[src/hdl/mme_pkg.sv]
// ----------------------------------------------------------------------------
// Matrix multiply engine package
// Shared constants, command and tag types, and helper functions.
// ----------------------------------------------------------------------------
package mme_pkg;

    localparam int MAX_DIM     = 8;
    localparam int IDX_W       = 3;
    localparam int DIM_W       = 4;
    localparam int VAL_W       = 16;
    localparam int PROD_W      = 2 * VAL_W;
    localparam int ACC_W       = 35;
    localparam int STORE_DEPTH = MAX_DIM * MAX_DIM;
    localparam int ADDR_W      = (STORE_DEPTH > 1) ? $clog2(STORE_DEPTH) : 1;
    localparam int OP_W        = 2;
    localparam int CFG_IDX_W   = 2;
    localparam int QUEUE_DEPTH = 4;
    localparam int QPTR_W      = $clog2(QUEUE_DEPTH);

    localparam logic [CFG_IDX_W-1:0] CFG_A_ROWS     = 2'd0;
    localparam logic [CFG_IDX_W-1:0] CFG_INNER_SIZE = 2'd1;
    localparam logic [CFG_IDX_W-1:0] CFG_B_COLS     = 2'd2;

    localparam logic [DIM_W-1:0] DIM_RESET = DIM_W'(MAX_DIM);

    typedef enum logic [OP_W-1:0] {
        OP_WRITE_A = 2'd0,
        OP_WRITE_B = 2'd1,
        OP_COMPUTE = 2'd2,
        OP_NONE    = 2'd3
    } t_op;

    typedef enum logic [1:0] {
        CMD_WRITE_A,
        CMD_WRITE_B,
        CMD_COMPUTE
    } t_cmd_kind;

    typedef struct packed {
        t_cmd_kind                 kind;
        logic [ADDR_W-1:0]         addr;
        logic signed [VAL_W-1:0]   value;
    } t_cmd;

    typedef struct packed {
        logic [IDX_W-1:0] row_last;
        logic [IDX_W-1:0] inner_last;
        logic [IDX_W-1:0] col_last;
    } t_dims;

    typedef struct packed {
        logic [IDX_W-1:0] row;
        logic [IDX_W-1:0] col;
        logic             first;
        logic             sum_done;
        logic             last;
    } t_tag;

    typedef enum logic {
        ST_IDLE,
        ST_RUN
    } t_seq_state;

    function automatic logic [IDX_W-1:0] clamp_last(input logic [DIM_W-1:0] v);
        logic [IDX_W-1:0] res;
        if (v == '0) begin
            res = '0;
        end else if (v > DIM_W'(MAX_DIM)) begin
            res = IDX_W'(MAX_DIM - 1);
        end else begin
            res = IDX_W'(v - 1'b1);
        end
        return res;
    endfunction

    function automatic logic [ADDR_W-1:0] elem_addr(input logic [IDX_W-1:0] row,
                                                    input logic [IDX_W-1:0] col);
        return ADDR_W'(int'(row) * MAX_DIM + int'(col));
    endfunction

endpackage

[src/hdl/matrix_multiply_engine_unit.sv]
// ----------------------------------------------------------------------------
// Matrix multiply engine
// Loads A and B elements and emits the product matrix in row-major order.
//
//   Channel  Handshake                 Payload
//   in       i_in_valid / o_in_ready   i_op, i_row_index, i_col_index,
//                                      i_element_value
//   out      o_out_valid / i_out_ready o_out_row, o_out_col,
//                                      o_product_value, o_last
//   cfg      i_cfg_valid / o_cfg_ready i_cfg_index, i_cfg_data
//
// A write item is performed by the idle back end as it leaves the queue; a
// compute item starts a run of a_rows * b_cols * inner_size multiply-accumulates.
// Each result passes through the store read, product and output registers.
// A four-entry command queue decouples the two ends; a stalled output freezes
// the whole multiply pipeline. Reset clears the control state and sets all
// three dimensions to eight; the element stores are not cleared.
// ----------------------------------------------------------------------------
module matrix_multiply_engine_unit (
    input  logic                                i_clk,
    input  logic                                i_rst_n,
    input  logic                                i_in_valid,
    output logic                                o_in_ready,
    input  logic [mme_pkg::OP_W-1:0]            i_op,
    input  logic [mme_pkg::IDX_W-1:0]           i_row_index,
    input  logic [mme_pkg::IDX_W-1:0]           i_col_index,
    input  logic signed [mme_pkg::VAL_W-1:0]    i_element_value,
    output logic                                o_out_valid,
    input  logic                                i_out_ready,
    output logic [mme_pkg::IDX_W-1:0]           o_out_row,
    output logic [mme_pkg::IDX_W-1:0]           o_out_col,
    output logic signed [mme_pkg::ACC_W-1:0]    o_product_value,
    output logic                                o_last,
    input  logic                                i_cfg_valid,
    output logic                                o_cfg_ready,
    input  logic [mme_pkg::CFG_IDX_W-1:0]       i_cfg_index,
    input  logic [mme_pkg::DIM_W-1:0]           i_cfg_data
);

    logic [mme_pkg::DIM_W-1:0] r_a_rows;
    logic [mme_pkg::DIM_W-1:0] r_inner_size;
    logic [mme_pkg::DIM_W-1:0] r_b_cols;

    mme_pkg::t_dims dims;
    mme_pkg::t_cmd  cmd;
    logic           cmd_valid;
    logic           cmd_pop;

    assign o_cfg_ready = 1'b1;

    always_ff @(posedge i_clk) begin
        if (!i_rst_n) begin
            r_a_rows     <= mme_pkg::DIM_RESET;
            r_inner_size <= mme_pkg::DIM_RESET;
            r_b_cols     <= mme_pkg::DIM_RESET;
        end else if (i_cfg_valid) begin
            case (i_cfg_index)
                mme_pkg::CFG_A_ROWS: begin
                    r_a_rows <= i_cfg_data;
                end
                mme_pkg::CFG_INNER_SIZE: begin
                    r_inner_size <= i_cfg_data;
                end
                mme_pkg::CFG_B_COLS: begin
                    r_b_cols <= i_cfg_data;
                end
                default: begin
                    r_a_rows <= r_a_rows;
                end
            endcase
        end
    end

    always_comb begin
        dims.row_last   = mme_pkg::clamp_last(r_a_rows);
        dims.inner_last = mme_pkg::clamp_last(r_inner_size);
        dims.col_last   = mme_pkg::clamp_last(r_b_cols);
    end

    mme_front u_front (
        .i_clk           (i_clk),
        .i_rst_n         (i_rst_n),
        .i_in_valid      (i_in_valid),
        .o_in_ready      (o_in_ready),
        .i_op            (i_op),
        .i_row_index     (i_row_index),
        .i_col_index     (i_col_index),
        .i_element_value (i_element_value),
        .o_cmd_valid     (cmd_valid),
        .o_cmd           (cmd),
        .i_cmd_pop       (cmd_pop)
    );

    mme_back u_back (
        .i_clk           (i_clk),
        .i_rst_n         (i_rst_n),
        .i_dims          (dims),
        .i_cmd_valid     (cmd_valid),
        .i_cmd           (cmd),
        .o_cmd_pop       (cmd_pop),
        .o_out_valid     (o_out_valid),
        .i_out_ready     (i_out_ready),
        .o_out_row       (o_out_row),
        .o_out_col       (o_out_col),
        .o_product_value (o_product_value),
        .o_last          (o_last)
    );

endmodule

[src/hdl/mme_front.sv]
// ----------------------------------------------------------------------------
// Matrix multiply engine front end
// Accepts input items, drops unused codes and out-of-range writes, and queues
// the remaining commands for the back end.
// ----------------------------------------------------------------------------
module mme_front (
    input  logic                               i_clk,
    input  logic                               i_rst_n,
    input  logic                               i_in_valid,
    output logic                               o_in_ready,
    input  logic [mme_pkg::OP_W-1:0]           i_op,
    input  logic [mme_pkg::IDX_W-1:0]          i_row_index,
    input  logic [mme_pkg::IDX_W-1:0]          i_col_index,
    input  logic signed [mme_pkg::VAL_W-1:0]   i_element_value,
    output logic                               o_cmd_valid,
    output mme_pkg::t_cmd                      o_cmd,
    input  logic                               i_cmd_pop
);

    mme_pkg::t_cmd                 r_queue [mme_pkg::QUEUE_DEPTH];
    logic [mme_pkg::QPTR_W-1:0]    r_wr_ptr;
    logic [mme_pkg::QPTR_W-1:0]    r_rd_ptr;
    logic [mme_pkg::QPTR_W:0]      r_count;
    logic [mme_pkg::QPTR_W:0]      n_count;

    logic          accept;
    logic          in_range;
    logic          push;
    mme_pkg::t_cmd new_cmd;

    assign o_in_ready = (r_count != (mme_pkg::QPTR_W + 1)'(mme_pkg::QUEUE_DEPTH));
    assign accept     = i_in_valid && o_in_ready;
    assign in_range   = ({1'b0, i_row_index} < (mme_pkg::IDX_W + 1)'(mme_pkg::MAX_DIM))
                     && ({1'b0, i_col_index} < (mme_pkg::IDX_W + 1)'(mme_pkg::MAX_DIM));

    always_comb begin
        new_cmd.addr  = mme_pkg::elem_addr(i_row_index, i_col_index);
        new_cmd.value = i_element_value;
        new_cmd.kind  = mme_pkg::CMD_COMPUTE;
        push          = 1'b0;
        case (mme_pkg::t_op'(i_op))
            mme_pkg::OP_WRITE_A: begin
                new_cmd.kind = mme_pkg::CMD_WRITE_A;
                push         = accept && in_range;
            end
            mme_pkg::OP_WRITE_B: begin
                new_cmd.kind = mme_pkg::CMD_WRITE_B;
                push         = accept && in_range;
            end
            mme_pkg::OP_COMPUTE: begin
                new_cmd.kind = mme_pkg::CMD_COMPUTE;
                push         = accept;
            end
            default: begin
                push = 1'b0;
            end
        endcase
    end

    always_comb begin
        n_count = r_count;
        if (push && !i_cmd_pop) begin
            n_count = r_count + 1'b1;
        end else if (!push && i_cmd_pop) begin
            n_count = r_count - 1'b1;
        end
    end

    always_ff @(posedge i_clk) begin
        if (!i_rst_n) begin
            r_wr_ptr <= '0;
            r_rd_ptr <= '0;
            r_count  <= '0;
        end else begin
            r_count <= n_count;
            if (push) begin
                r_wr_ptr <= r_wr_ptr + 1'b1;
            end
            if (i_cmd_pop) begin
                r_rd_ptr <= r_rd_ptr + 1'b1;
            end
        end
    end

    always_ff @(posedge i_clk) begin
        if (push) begin
            r_queue[r_wr_ptr] <= new_cmd;
        end
    end

    assign o_cmd_valid = (r_count != '0);
    assign o_cmd       = r_queue[r_rd_ptr];

endmodule

[src/hdl/mme_back.sv]
// ----------------------------------------------------------------------------
// Matrix multiply engine back end
// Holds the A and B stores, performs element writes, and runs the
// multiply-accumulate pipeline that produces the product in row-major order.
// ----------------------------------------------------------------------------
module mme_back (
    input  logic                               i_clk,
    input  logic                               i_rst_n,
    input  mme_pkg::t_dims                     i_dims,
    input  logic                               i_cmd_valid,
    input  mme_pkg::t_cmd                      i_cmd,
    output logic                               o_cmd_pop,
    output logic                               o_out_valid,
    input  logic                               i_out_ready,
    output logic [mme_pkg::IDX_W-1:0]          o_out_row,
    output logic [mme_pkg::IDX_W-1:0]          o_out_col,
    output logic signed [mme_pkg::ACC_W-1:0]   o_product_value,
    output logic                               o_last
);

    logic signed [mme_pkg::VAL_W-1:0] a_mem [mme_pkg::STORE_DEPTH];
    logic signed [mme_pkg::VAL_W-1:0] b_mem [mme_pkg::STORE_DEPTH];

    mme_pkg::t_seq_state r_state;
    mme_pkg::t_seq_state n_state;

    logic [mme_pkg::IDX_W-1:0] r_i;
    logic [mme_pkg::IDX_W-1:0] r_j;
    logic [mme_pkg::IDX_W-1:0] r_k;

    logic signed [mme_pkg::VAL_W-1:0]  r_a_rd;
    logic signed [mme_pkg::VAL_W-1:0]  r_b_rd;
    logic                              r_s1_vld;
    mme_pkg::t_tag                     r_s1_tag;
    logic signed [mme_pkg::PROD_W-1:0] r_prod;
    logic                              r_s2_vld;
    mme_pkg::t_tag                     r_s2_tag;
    logic signed [mme_pkg::ACC_W-1:0]  r_acc;
    logic signed [mme_pkg::ACC_W-1:0]  n_acc;

    logic                              r_out_valid;
    logic [mme_pkg::IDX_W-1:0]         r_out_row;
    logic [mme_pkg::IDX_W-1:0]         r_out_col;
    logic signed [mme_pkg::ACC_W-1:0]  r_out_value;
    logic                              r_out_last;

    logic advance;
    logic we_a;
    logic we_b;
    logic start;
    logic issue;
    logic k_end;
    logic j_end;
    logic i_end;
    logic at_end;
    logic [mme_pkg::ADDR_W-1:0] rd_addr_a;
    logic [mme_pkg::ADDR_W-1:0] rd_addr_b;
    mme_pkg::t_tag issue_tag;

    assign advance = !r_out_valid || i_out_ready;
    assign k_end   = (r_k == i_dims.inner_last);
    assign j_end   = (r_j == i_dims.col_last);
    assign i_end   = (r_i == i_dims.row_last);
    assign at_end  = k_end && j_end && i_end;

    always_comb begin
        n_state = r_state;
        case (r_state)
            mme_pkg::ST_IDLE: begin
                if (i_cmd_valid && (i_cmd.kind == mme_pkg::CMD_COMPUTE)) begin
                    n_state = mme_pkg::ST_RUN;
                end
            end
            mme_pkg::ST_RUN: begin
                if (advance && at_end) begin
                    n_state = mme_pkg::ST_IDLE;
                end
            end
            default: begin
                n_state = mme_pkg::ST_IDLE;
            end
        endcase
    end

    always_comb begin
        o_cmd_pop = 1'b0;
        we_a      = 1'b0;
        we_b      = 1'b0;
        start     = 1'b0;
        issue     = 1'b0;
        case (r_state)
            mme_pkg::ST_IDLE: begin
                o_cmd_pop = i_cmd_valid;
                we_a      = i_cmd_valid && (i_cmd.kind == mme_pkg::CMD_WRITE_A);
                we_b      = i_cmd_valid && (i_cmd.kind == mme_pkg::CMD_WRITE_B);
                start     = i_cmd_valid && (i_cmd.kind == mme_pkg::CMD_COMPUTE);
            end
            mme_pkg::ST_RUN: begin
                issue = advance;
            end
            default: begin
                issue = 1'b0;
            end
        endcase
    end

    assign rd_addr_a = mme_pkg::elem_addr(r_i, r_k);
    assign rd_addr_b = mme_pkg::elem_addr(r_k, r_j);

    always_comb begin
        issue_tag.row      = r_i;
        issue_tag.col      = r_j;
        issue_tag.first    = (r_k == '0);
        issue_tag.sum_done = k_end;
        issue_tag.last     = at_end;
    end

    always_ff @(posedge i_clk) begin
        if (!i_rst_n) begin
            r_state <= mme_pkg::ST_IDLE;
        end else begin
            r_state <= n_state;
        end
    end

    always_ff @(posedge i_clk) begin
        if (start) begin
            r_i <= '0;
            r_j <= '0;
            r_k <= '0;
        end else if (issue) begin
            if (k_end) begin
                r_k <= '0;
                if (j_end) begin
                    r_j <= '0;
                    r_i <= r_i + 1'b1;
                end else begin
                    r_j <= r_j + 1'b1;
                end
            end else begin
                r_k <= r_k + 1'b1;
            end
        end
    end

    always_ff @(posedge i_clk) begin
        if (we_a) begin
            a_mem[i_cmd.addr] <= i_cmd.value;
        end
        if (advance) begin
            r_a_rd <= a_mem[rd_addr_a];
        end
    end

    always_ff @(posedge i_clk) begin
        if (we_b) begin
            b_mem[i_cmd.addr] <= i_cmd.value;
        end
        if (advance) begin
            r_b_rd <= b_mem[rd_addr_b];
        end
    end

    always_comb begin
        n_acc = (r_s2_tag.first ? '0 : r_acc) + mme_pkg::ACC_W'(r_prod);
    end

    always_ff @(posedge i_clk) begin
        if (!i_rst_n) begin
            r_s1_vld    <= 1'b0;
            r_s2_vld    <= 1'b0;
            r_out_valid <= 1'b0;
        end else if (advance) begin
            r_s1_vld    <= issue;
            r_s2_vld    <= r_s1_vld;
            r_out_valid <= r_s2_vld && r_s2_tag.sum_done;
        end
    end

    always_ff @(posedge i_clk) begin
        if (advance) begin
            r_s1_tag <= issue_tag;
            r_s2_tag <= r_s1_tag;
            r_prod   <= mme_pkg::PROD_W'(r_a_rd) * mme_pkg::PROD_W'(r_b_rd);
            if (r_s2_vld) begin
                r_acc <= n_acc;
            end
            r_out_row   <= r_s2_tag.row;
            r_out_col   <= r_s2_tag.col;
            r_out_value <= n_acc;
            r_out_last  <= r_s2_tag.last;
        end
    end

    assign o_out_valid     = r_out_valid;
    assign o_out_row       = r_out_row;
    assign o_out_col       = r_out_col;
    assign o_product_value = r_out_value;
    assign o_last          = r_out_last;

endmodule
[config.mk]
export PLATFORM = sky130hd
export DESIGN_NAME = matrix_multiply_engine_unit
export DESIGN_NICKNAME = d
export VERILOG_FILES = /design/src/hdl/mme_pkg.sv /design/src/hdl/matrix_multiply_engine_unit.sv /design/src/hdl/mme_front.sv /design/src/hdl/mme_back.sv
export SDC_FILE = /design/constraint.sdc
export NUM_CORES = 2
export LEC_CHECK = 0
export BUFFER_PORTS_ARGS = -buffer_cell sky130_fd_sc_hd__buf_2
export CAP_MARGIN = 5
export CORE_MARGIN = 5
export CORE_UTILIZATION = 50
export CTS_CLUSTER_SIZE = 14
export DETAILED_ROUTE_END_ITERATION = 10
export PLACE_DENSITY = 0.66
export SETUP_SLACK_MARGIN = 0.3
export SLEW_MARGIN = 10
export SYNTH_ARGS = -nofsm -noshare
export SYNTH_HDL_FRONTEND = slang
export SYNTH_SLANG_ARGS = --single-unit
[constraint.sdc]
create_clock -name i_clk -period 6.9 [get_ports i_clk]
set_input_delay 1.38 -clock i_clk [delete_from_list [all_inputs] [get_ports i_clk]]
set_output_delay 1.38 -clock i_clk [all_outputs]
set_load 0.01 [all_outputs]
==> results.cfg <==
[global_routing]
first_global_vias = 48710
track_usage = 0.2146
antenna_found_initial = 16
grt_first_pass_wirelength_mm = 331.3
grt_max_degree = 145
grt_overflow = 0

[route]
ant_nets = 0
dr_total_vias = 48007
drc_errors = 0
drt_pass1_iterations = 6
drt-total-wl_mm = 222.6
drt-vias-per-instance = 5.922
drt_iter0_drc = 5399
wl_per_cell_um = 27.46

[timing]
maxSlewHeadroom = 0.1743
whs_ns = 0.4200
period_share = 0.9257
grt_setup_unrepaired = true
fmax_mhz = 156.6
worst_pin_slew_ns = 1.234
fin_crit_ns = 6.387
skew_ns = 0.03000
setup_viol = 0
hold_viol_final = 0
slew_violations = 0

[worst_setup_path]
crit_path_top_delay_cell = edfxtp_1
crit_chain = nand2_1 -> fa_1 -> inv_1 -> fa_1 -> fa_1 -> fa_1 -> fa_1 -> inv_1 -> fa_1 -> inv_1 -> ha_1 -> and3_1 -> and2_1 -> nand2_1 -> a2111oi_2 -> buf_4 -> nor4b_4 -> o311ai_0 -> a21oi_1 -> xnor2_1
end_kind = flop
crit_top_cell = fa_1
path_buf_inv = 4
worstPathRequired_ns = 7.51
crit_path_start_kind = flop
crit_arrival_ns = 6.99
cp_max_fo = 16
critPathKind = flop to flop
cp_top_family = adder cells
max_stage_delay_ns = 0.82

[synthesis]
ys.flop_type = edfxtp_1
synth_common_cells = edfxtp_1, mux4_2, inv_1
yosys.area.top_type = edfxtp_1
synthArstFlopShare = 0
synth-edff-count = 2303
ys_warn_count = 0
synth_area_per_cell_um2 = 20.31
yosysSeqAreaShare = 0.6992
synth.distinct_cells = 63
syn_inst = 4917
synth.net_count = 5344
synth_top_cell_area_share = 0.6924
synth.area.top_cells = edfxtp_1, mux4_2, fa_1
synth-seq-cells = 2337
synth_most_common_cell = edfxtp_1
synth_area_um2 = 99880

[floorplanning]
start_util = 0.5013
core-area_um2 = 199200
die_area_um2 = 208800
die_w_um = 457.0
ios = 80
rows = 164
die_h_um = 457.0

[worst_hold_path]
holdCritPathClass = flop to flop

[clocking]
insertion_delay_ns = 0.86
ctsLongestPathBuffers = 3
cts_hold_buf = 0
cts_buffers = 228
cts-htree-levels = 4
clock_sinks = 2337
clkTransAtPathRegs_ns = 0.06
cts_tree = yes
cts_root_buf = clkbuf_16

[finish]
layout-drive-gt1-share = 0.2525
final_nets = 5671
fillers = 14656
area_delta_synth_final_pct = 12.18

[job]
cap_violations = 0

[placement]
dpl.hpwl_mm = 136.5
gp_congestion = 0.8434
io_buffers = 78

[status]
outcome = finished, final reports clean
## flip-flops by register name, indices dropped and copies added, names as in the netlist, 4 cells and up, named ones only
signal and cells:
r_a_rows 4, u_back.r_s2_tag 9, u_back.b_mem 1024, u_back.r_prod 32, r_b_cols 4, u_back.a_mem 1024, u_back.r_acc 35, u_front.r_queue 96
u_back.r_s1_tag 9, u_back.o_product_value 35, r_inner_size 4, u_back.r_b_rd 16, u_back.r_a_rd 16
## layout by cell type, fill, tap and decap left out, types with 14 or more instances in the layout
cell,netlist,layout
nand3_1,19,18
nand2_1,183,182
mux4_4,0,16
clkbuf_16,0,231
inv_1,312,310
dfxtp_1,34,29
buf_2,48,78
bufinv_16,0,20
clkbuf_1,113,43
a21o_1,14,14
nor2b_1,64,63
o21ai_0,48,48
ha_1,128,128
clkinv_2,0,50
nor2_2,0,19
nand2b_1,15,15
nor3_1,16,15
mux4_2,696,680
edfxtp_1,2303,2303
a21oi_1,67,65
nor2_1,189,170
and2_1,140,139
buf_4,5,220
fa_1,264,263
xnor2_1,56,56
clkinv_1,0,63
## path summary, 6_finish.rpt
check	to	start	slack, ns	cells after the start
max reg2reg	u_back.r_prod[31]	u_back.r_b_rd[11]	0.51	20
min reg2reg	u_back.r_s2_tag[5]	u_back.r_s1_tag[5]	0.42	0
min	u_back.r_s2_tag[5]	u_back.r_s1_tag[5]	0.42	0
max	u_back.r_prod[31]	u_back.r_b_rd[11]	0.51	20
## worst reg2reg max path, delay by kind of cell, from the launching register on
family | cells | cell delay, ns
XOR/XNOR | 1 | 0.14
AND/OR/NAND/NOR | 5 | 0.73
AO/OA/AOI/OAI | 3 | 0.77
buffers and inverters | 4 | 0.34
adder cells (fa/ha/maj) | 7 | 3.35
flip-flops | 1 | 0.82
## timing repair
item,CTS,global route
resized for setup,3,7
buffers inserted,22,3
setup endpoints to repair,3,7
pin swaps,0,0
## logic make-up (layout without fill, tap and decap cells)
group,Yosys count,in the layout,share of synthesized area
and+or+nand+nor,671,671,0.03262
AOI/OAI and AO/OA,212,212,0.01365
muxes,709,709,0.1582
adders and majority gates,394,394,0.06915
other,1,9,0.00003754
xor gates and xnor gates,69,69,0.006050
DFF,2337,2337,0.6992
buffers and inverters,524,1049,0.02108
## through the flow
step	worst slack, ns	instance area (um2)	instances	TNS [ns]	utilization
2_1_floorplan	0.5124	99880	4917	0	-
3_3_place_gp	-0.02697	104400	7645	-0.02697	0.5242
3_5_place_dp	-0.07315	104400	7645	-0.07315	0.5242
4_1_cts	0.3172	112000	8095	0	0.5619
5_1_grt	0.1979	112000	8099	0	0.5623
6_report	0.5127	112000	8106	0	0.5624
## layout make-up
cell class | instances | area [um2] | area share
diodes | 8 | 20.02 | 0.0001787
flip-flops and latches | 2337 | 69860 | 0.6234
multi-input cells | 2056 | 28100 | 0.2507
repair buffers | 308 | 2242 | 0.02001
well taps | 2656 | 3323 | 0.02966
clock buffers | 275 | 5956 | 0.05315
clock inverters | 153 | 1368 | 0.01221
inverters | 313 | 1187 | 0.01060
## per-layer routing
layer,GRT usage,wire [um],share of wire,vias up
met4,0.04868,4340,0.020,6
met5,0,41,0.00018,-
met3,0.04597,19250,0.086,274
met1,0.3263,95330,0.43,25562
li1,-,-,-,20171
met2,0.3244,103600,0.47,1994
Power is left out: the tool's default activity adds up to more than one toggle a clock period on the data nets, which glitch-free logic cannot reach.
